### src/rtl/tsap_pkg.sv
// ----------------------------------------------------------------------------
// tsap_pkg
// Shared constants, types and the angle table of the tone symbol amplitude/phase block.
// ----------------------------------------------------------------------------
package tsap_pkg;

	// Frame and sample geometry.
	localparam int SYMBOLS      = 79;
	localparam int MAX_BLOCK    = 4096;
	localparam int SAMPLE_BITS  = 16;
	localparam int CORDIC_STEPS = 14;

	// Datapath widths.
	localparam int LEN_W  = 13;
	localparam int CNT_W  = 12;
	localparam int SYM_W  = 7;
	localparam int ACC_W  = 48;
	localparam int ROT_W  = 18;
	localparam int VEC_W  = 51;
	localparam int VZ_W   = 17;
	localparam int ITER_W = 4;
	localparam int REM_W  = 37;
	localparam int OUT_W  = 16;
	localparam int PROD_W = SAMPLE_BITS + 16;

	// Oscillator start value and magnitude gain correction.
	localparam logic signed [ROT_W-1:0] ROT_X0   = 18'sd19898;
	localparam logic [15:0]             MAG_GAIN = 16'd39797;

	// Register map and reset values.
	typedef enum logic [1:0] {
		REG_BASE_STEP = 2'd0,
		REG_TONE_STEP = 2'd1,
		REG_BLOCK_LEN = 2'd2
	} reg_idx_t;

	localparam logic [31:0]      BASE_STEP_RST = 32'd0;
	localparam logic [31:0]      TONE_STEP_RST = 32'd2236962;
	localparam logic [LEN_W-1:0] BLOCK_LEN_RST = 13'd1920;

	typedef struct packed {
		logic [31:0]      base_step;
		logic [31:0]      tone_step;
		logic [LEN_W-1:0] block_len;
	} cfg_t;

	// Commands from the controller to the datapath.
	typedef struct packed {
		logic              accept;
		logic              rot_step;
		logic              mul;
		logic              acc;
		logic              vec_init;
		logic              vec_step;
		logic              mag_lo;
		logic              mag_hi;
		logic              mag_sum;
		logic              mag_rnd;
		logic              sat_chk;
		logic              div_step;
		logic              out_load;
		logic [ITER_W-1:0] iter;
	} cmd_t;

	// Status from the datapath to the controller.
	typedef struct packed {
		logic end_sym;
		logic out_free;
	} status_t;

	// CORDIC angle table, 65536 units per turn.
	function automatic logic [13:0] atan_lut(input logic [ITER_W-1:0] i);
		logic [13:0] a;
		case (i)
			4'd0:    a = 14'd8192;
			4'd1:    a = 14'd4836;
			4'd2:    a = 14'd2555;
			4'd3:    a = 14'd1297;
			4'd4:    a = 14'd651;
			4'd5:    a = 14'd326;
			4'd6:    a = 14'd163;
			4'd7:    a = 14'd81;
			4'd8:    a = 14'd41;
			4'd9:    a = 14'd20;
			4'd10:   a = 14'd10;
			4'd11:   a = 14'd5;
			4'd12:   a = 14'd3;
			4'd13:   a = 14'd1;
			default: a = 14'd0;
		endcase
		return a;
	endfunction

endpackage

### src/rtl/tsap_ctrl.sv
// ----------------------------------------------------------------------------
// tsap_ctrl
// Sequencer: steps the oscillator CORDIC per sample and, at the end of a
// symbol, the vectoring CORDIC, magnitude scaling and the quotient loop.
// ----------------------------------------------------------------------------
module tsap_ctrl (
	input  logic               clk,
	input  logic               arst_n,
	input  logic               in_valid,
	output logic               in_stall,
	input  tsap_pkg::status_t  status,
	output tsap_pkg::cmd_t     cmd
);

	typedef enum logic [3:0] {
		ST_IDLE, ST_ROT, ST_MUL, ST_ACC, ST_VINIT, ST_VEC, ST_MLO, ST_MHI,
		ST_MSUM, ST_MRND, ST_SAT, ST_DIV, ST_DONE
	} state_t;

	localparam logic [tsap_pkg::ITER_W-1:0] LAST_STEP =
		tsap_pkg::ITER_W'(tsap_pkg::CORDIC_STEPS - 1);
	localparam logic [tsap_pkg::ITER_W-1:0] LAST_DIV = tsap_pkg::ITER_W'(15);

	state_t                      state_q, state_d;
	logic [tsap_pkg::ITER_W-1:0] iter_q, iter_d;
	logic                        in_stall_q;
	logic                        accept;

	assign accept   = in_valid & ~in_stall_q;
	assign in_stall = in_stall_q;

	// Next state and iteration count.
	always_comb begin
		state_d = state_q;
		iter_d  = iter_q;
		unique case (state_q)
			ST_IDLE: begin
				iter_d = '0;
				if (accept) begin
					state_d = ST_ROT;
				end
			end
			ST_ROT: begin
				iter_d = iter_q + 1'b1;
				if (iter_q == LAST_STEP) begin
					state_d = ST_MUL;
				end
			end
			ST_MUL: state_d = ST_ACC;
			ST_ACC: state_d = status.end_sym ? ST_VINIT : ST_IDLE;
			ST_VINIT: begin
				iter_d  = '0;
				state_d = ST_VEC;
			end
			ST_VEC: begin
				iter_d = iter_q + 1'b1;
				if (iter_q == LAST_STEP) begin
					state_d = ST_MLO;
				end
			end
			ST_MLO:  state_d = ST_MHI;
			ST_MHI:  state_d = ST_MSUM;
			ST_MSUM: state_d = ST_MRND;
			ST_MRND: state_d = ST_SAT;
			ST_SAT: begin
				iter_d  = '0;
				state_d = ST_DIV;
			end
			ST_DIV: begin
				iter_d = iter_q + 1'b1;
				if (iter_q == LAST_DIV) begin
					state_d = ST_DONE;
				end
			end
			ST_DONE: begin
				if (status.out_free) begin
					state_d = ST_IDLE;
				end
			end
			default: state_d = ST_IDLE;
		endcase
	end

	// State and the registered stall output.
	always_ff @(posedge clk or negedge arst_n) begin
		if (!arst_n) begin
			state_q    <= ST_IDLE;
			iter_q     <= '0;
			in_stall_q <= 1'b0;
		end else begin
			state_q    <= state_d;
			iter_q     <= iter_d;
			in_stall_q <= (state_d != ST_IDLE);
		end
	end

	// Command decode.
	always_comb begin
		cmd          = '0;
		cmd.iter     = iter_q;
		cmd.accept   = (state_q == ST_IDLE) & accept;
		cmd.rot_step = (state_q == ST_ROT);
		cmd.mul      = (state_q == ST_MUL);
		cmd.acc      = (state_q == ST_ACC);
		cmd.vec_init = (state_q == ST_VINIT);
		cmd.vec_step = (state_q == ST_VEC);
		cmd.mag_lo   = (state_q == ST_MLO);
		cmd.mag_hi   = (state_q == ST_MHI);
		cmd.mag_sum  = (state_q == ST_MSUM);
		cmd.mag_rnd  = (state_q == ST_MRND);
		cmd.sat_chk  = (state_q == ST_SAT);
		cmd.div_step = (state_q == ST_DIV);
		cmd.out_load = (state_q == ST_DONE) & status.out_free;
	end

endmodule

### config.mk
export PLATFORM = sky130hd
export DESIGN_NAME = tsap_ctrl
export DESIGN_NICKNAME = d
export VERILOG_FILES = /design/src/rtl/tsap_pkg.sv /design/src/rtl/tsap_ctrl.sv
export SDC_FILE = /design/constraint.sdc
export NUM_CORES = 1
export LEC_CHECK = 0
export BUFFER_PORTS_ARGS = -buffer_cell sky130_fd_sc_hd__clkbuf_2
export CAP_MARGIN = 10
export CORE_AREA = 2 2 39 41
export CTS_CLUSTER_DIAMETER = 60
export DETAILED_ROUTE_END_ITERATION = 8
export DIE_AREA = 0 0 41 43
export PLACE_DENSITY = 0.75
export SYNTH_ARGS = -nofsm -noshare
export SYNTH_HDL_FRONTEND = slang
export SYNTH_SLANG_ARGS = --single-unit
### constraint.sdc
create_clock -name clk -period 3.8 [get_ports clk]
set_input_delay 0.76 -clock clk [delete_from_list [all_inputs] [get_ports clk]]
set_output_delay 0.76 -clock clk [all_outputs]
set_load 0.02 [all_outputs]
==> results.md <==
- TritonCTS clock tree: built
- Distinct cells, synth: 34
- Initial Utilization: 46.4%
- Initial antenna violation count: 0
- Seq pwr share: 34.7%
- Final Cycle Share: 61.6%
- IO Pins: 23
- Fin area: 758 um2
- RSZ-0062 raised after global routing: false
- Clock transition at path regs: 0.06 ns
- Net Sw Frac: 51.0%
- Placement Cell Area: 732 um2
- Via count: 640
- Buffers on Ports: 22
- Register bit total from synthesis: 9
- Via/cell ratio: 5.42
- H-tree levels: 1
- Worst Tran Pin Value: 0.454 ns
- CTS max path bufs: 2
- Clock share of power: 11.2%
- Fill count: 145
- Grt ovf: 0
- Layout cells sized above 1: 27.5%
- ANT nets after route: 0
- Core footprint: 1380 um2
- Die area: 1760 um2
- CTS resizes: 0
- Max Cap Viol: 0
- Worst hold path class: in2async
- Area Overhead vs Synth: 18.1%
- CP endpoint kind: primary output
- Number of flops mapped to enable cells by yosys: 0
- Max VDD drop: 0.000377 V
- DIE WIDTH: 41 um
- Worst EP arrival: 1.58 ns
- Routability cong.: 0.724
- Pint: 0.310 mW
- # hold bufs at CTS: 0
- Pre-CTS setup slack: 1.73 ns
- Synth Net Count: 88
- # setup viols final: 0
- Cells after synthesis: 81
- Most frequent cells in the layout: 22 x clkbuf_2, 10 x nor2_1, 9 x dfrtp_1
- Slew Viols, Final: 0
- Top_reg_cell synth: dfrtp_1
- Detailed Place HPWL: 1050 um
- Register area share after synthesis: 35.1%
- # diodes: 0
- Routed length per instance: 11.4 um
- Avg Cell Area, Syn: 7.92 um2
- Post-synthesis async set-or-reset flop share: 100%
- Setup ws final: 1.46 ns
- Yosys warns: 0
- Clock Sinks: 9
- Setup TNS: 0 ns
- Pre-Repair DR Iteration Count: 4
- Pleak: 0.378 nW
- DR DRC count: 0
- Drt initial violations: 26
- GRT Total Usage: 17.8%
- Final Critical Period: 2.34 ns
- Slew HR: 69.8%
- Status: complete, no violations
- Combinational share of power: 54.1%
- Sw Pwr: 0.322 mW
- Crit start category: flop
- Worst-path fanout max: 11
- Number of setup buffers added after CTS: 0
- Largest net degree at the start of global routing: 17
- Synthesized cell area: 642 um2
- Clk_skew: 0.00145 ns
- First-pass GRT wire length: 2130 um
- PwrDens: 833 nW/um2
- CP Data Required Time: 3.04 ns
- Final Hold Viols: 0
- CP Class: reg2out
- Final WL: 1340 um
- Fmax: 0.427 GHz
- Die Y: 43 um
- CTS Buf Count: 3
- Fin nets: 110
- Worst skew pair latency: 0.25 ns
- Number of global-route vias before repair: 557
- CTS Root Cell: clkbuf_4
- Commonest non-fill, non-tap cell in the layout: clkbuf_2
- Placement Rows: 14
[per-layer routing]
layer | vias to the layer above | share of wire [%] | track usage (%)
met3 | 2 | 6.8 | 5.24
li1 | 328 | - | -
met2 | 23 | 45 | 26.9
met4 | 0 | 0.74 | 8.00
met5 | - | 0 | 0
met1 | 287 | 47 | 22.5
[final timing paths]
kind                             from    endpoint  slack [ns]  depth (start not counted)
max reg2reg                state_q[0]    in_stall        1.77                          4
min in group clk            iter_q[1]   iter_q[1]        0.56                          2
min                            arst_n   iter_q[1]        0.35                          1
max in group asynchronous      arst_n  state_q[1]        3.27                          1
min reg2reg                 iter_q[1]   iter_q[1]        0.56                          2
max                        state_q[0]     cmd[16]        1.46                          3
[flip-flops by register name, indices dropped and copies added (netlist names)]
signal	count
in_stall	1
iter_q	4
state_q	4
[Yosys cell counts (2+ instances only)]
| master | n | area [um2] |
|---|---|---|
| a21oi_1 | 3 | 15.0 |
| ha_1 | 2 | 25.0 |
| nor3_1 | 4 | 20.0 |
| nand2_1 | 7 | 26.3 |
| nor2b_1 | 2 | 12.5 |
| nor2_1 | 10 | 37.5 |
| dfrtp_1 | 9 | 225 |
| inv_1 | 3 | 11.3 |
| nand3_1 | 5 | 25.0 |
| nand2b_1 | 5 | 31.3 |
| a21o_1 | 2 | 15.0 |
| o21ai_0 | 6 | 30.0 |
| o31ai_1 | 2 | 15.0 |
[logic make-up (layout without fill, tap and decap cells)]
logic type,count (synthesis),after routing,synth area share [%]
flip-flops,9,9,35.1
buffers and inverters,9,30,8.58
AND/OR/NAND/NOR,40,40,30.8
adder cells (fa/ha/maj),2,2,3.90
multiplexers,1,1,1.75
AO/OA/AOI/OAI,20,20,19.9
[power by group through the flow]
stage / combinational, mW / sequential, mW / clock [mW]
after floorplan: 0.295 / 0.193 / 0
after global placement: 0.337 / 0.218 / 0
after detailed placement: 0.343 / 0.220 / 0
after CTS: 0.345 / 0.218 / 0.0738
after global routing: 0.386 / 0.233 / 0.0779
final: 0.342 / 0.219 / 0.0705
[area by class of cell]
class | instances | area, um2 | share of cell area (%)
well taps | 16 | 20.0 | 2.64
repair buffers | 22 | 110 | 14.5
multi-input cells | 63 | 362 | 47.7
clock buffers | 4 | 26.3 | 3.47
flip-flops and latches | 9 | 225 | 29.7
inverters | 4 | 15.0 | 1.98
[worst max-delay path: stages (launching register included)]
cell and delay, ns:
dfrtp_1 0.50, or2_1 0.37, nor4_1 0.25, clkbuf_2 0.21
[stage by stage]
stage	util [%]	hold slack, ns	power (mW)	cells
global route	54.8	0.349	0.697	118
floorplan	-	0.464	0.489	81
finish	54.8	0.348	0.632	118
detailed placement	52.9	0.550	0.563	114
global placement	52.9	0.541	0.554	114
CTS	54.8	0.346	0.637	118
Note: power is estimated with default switching activity, not from simulation.
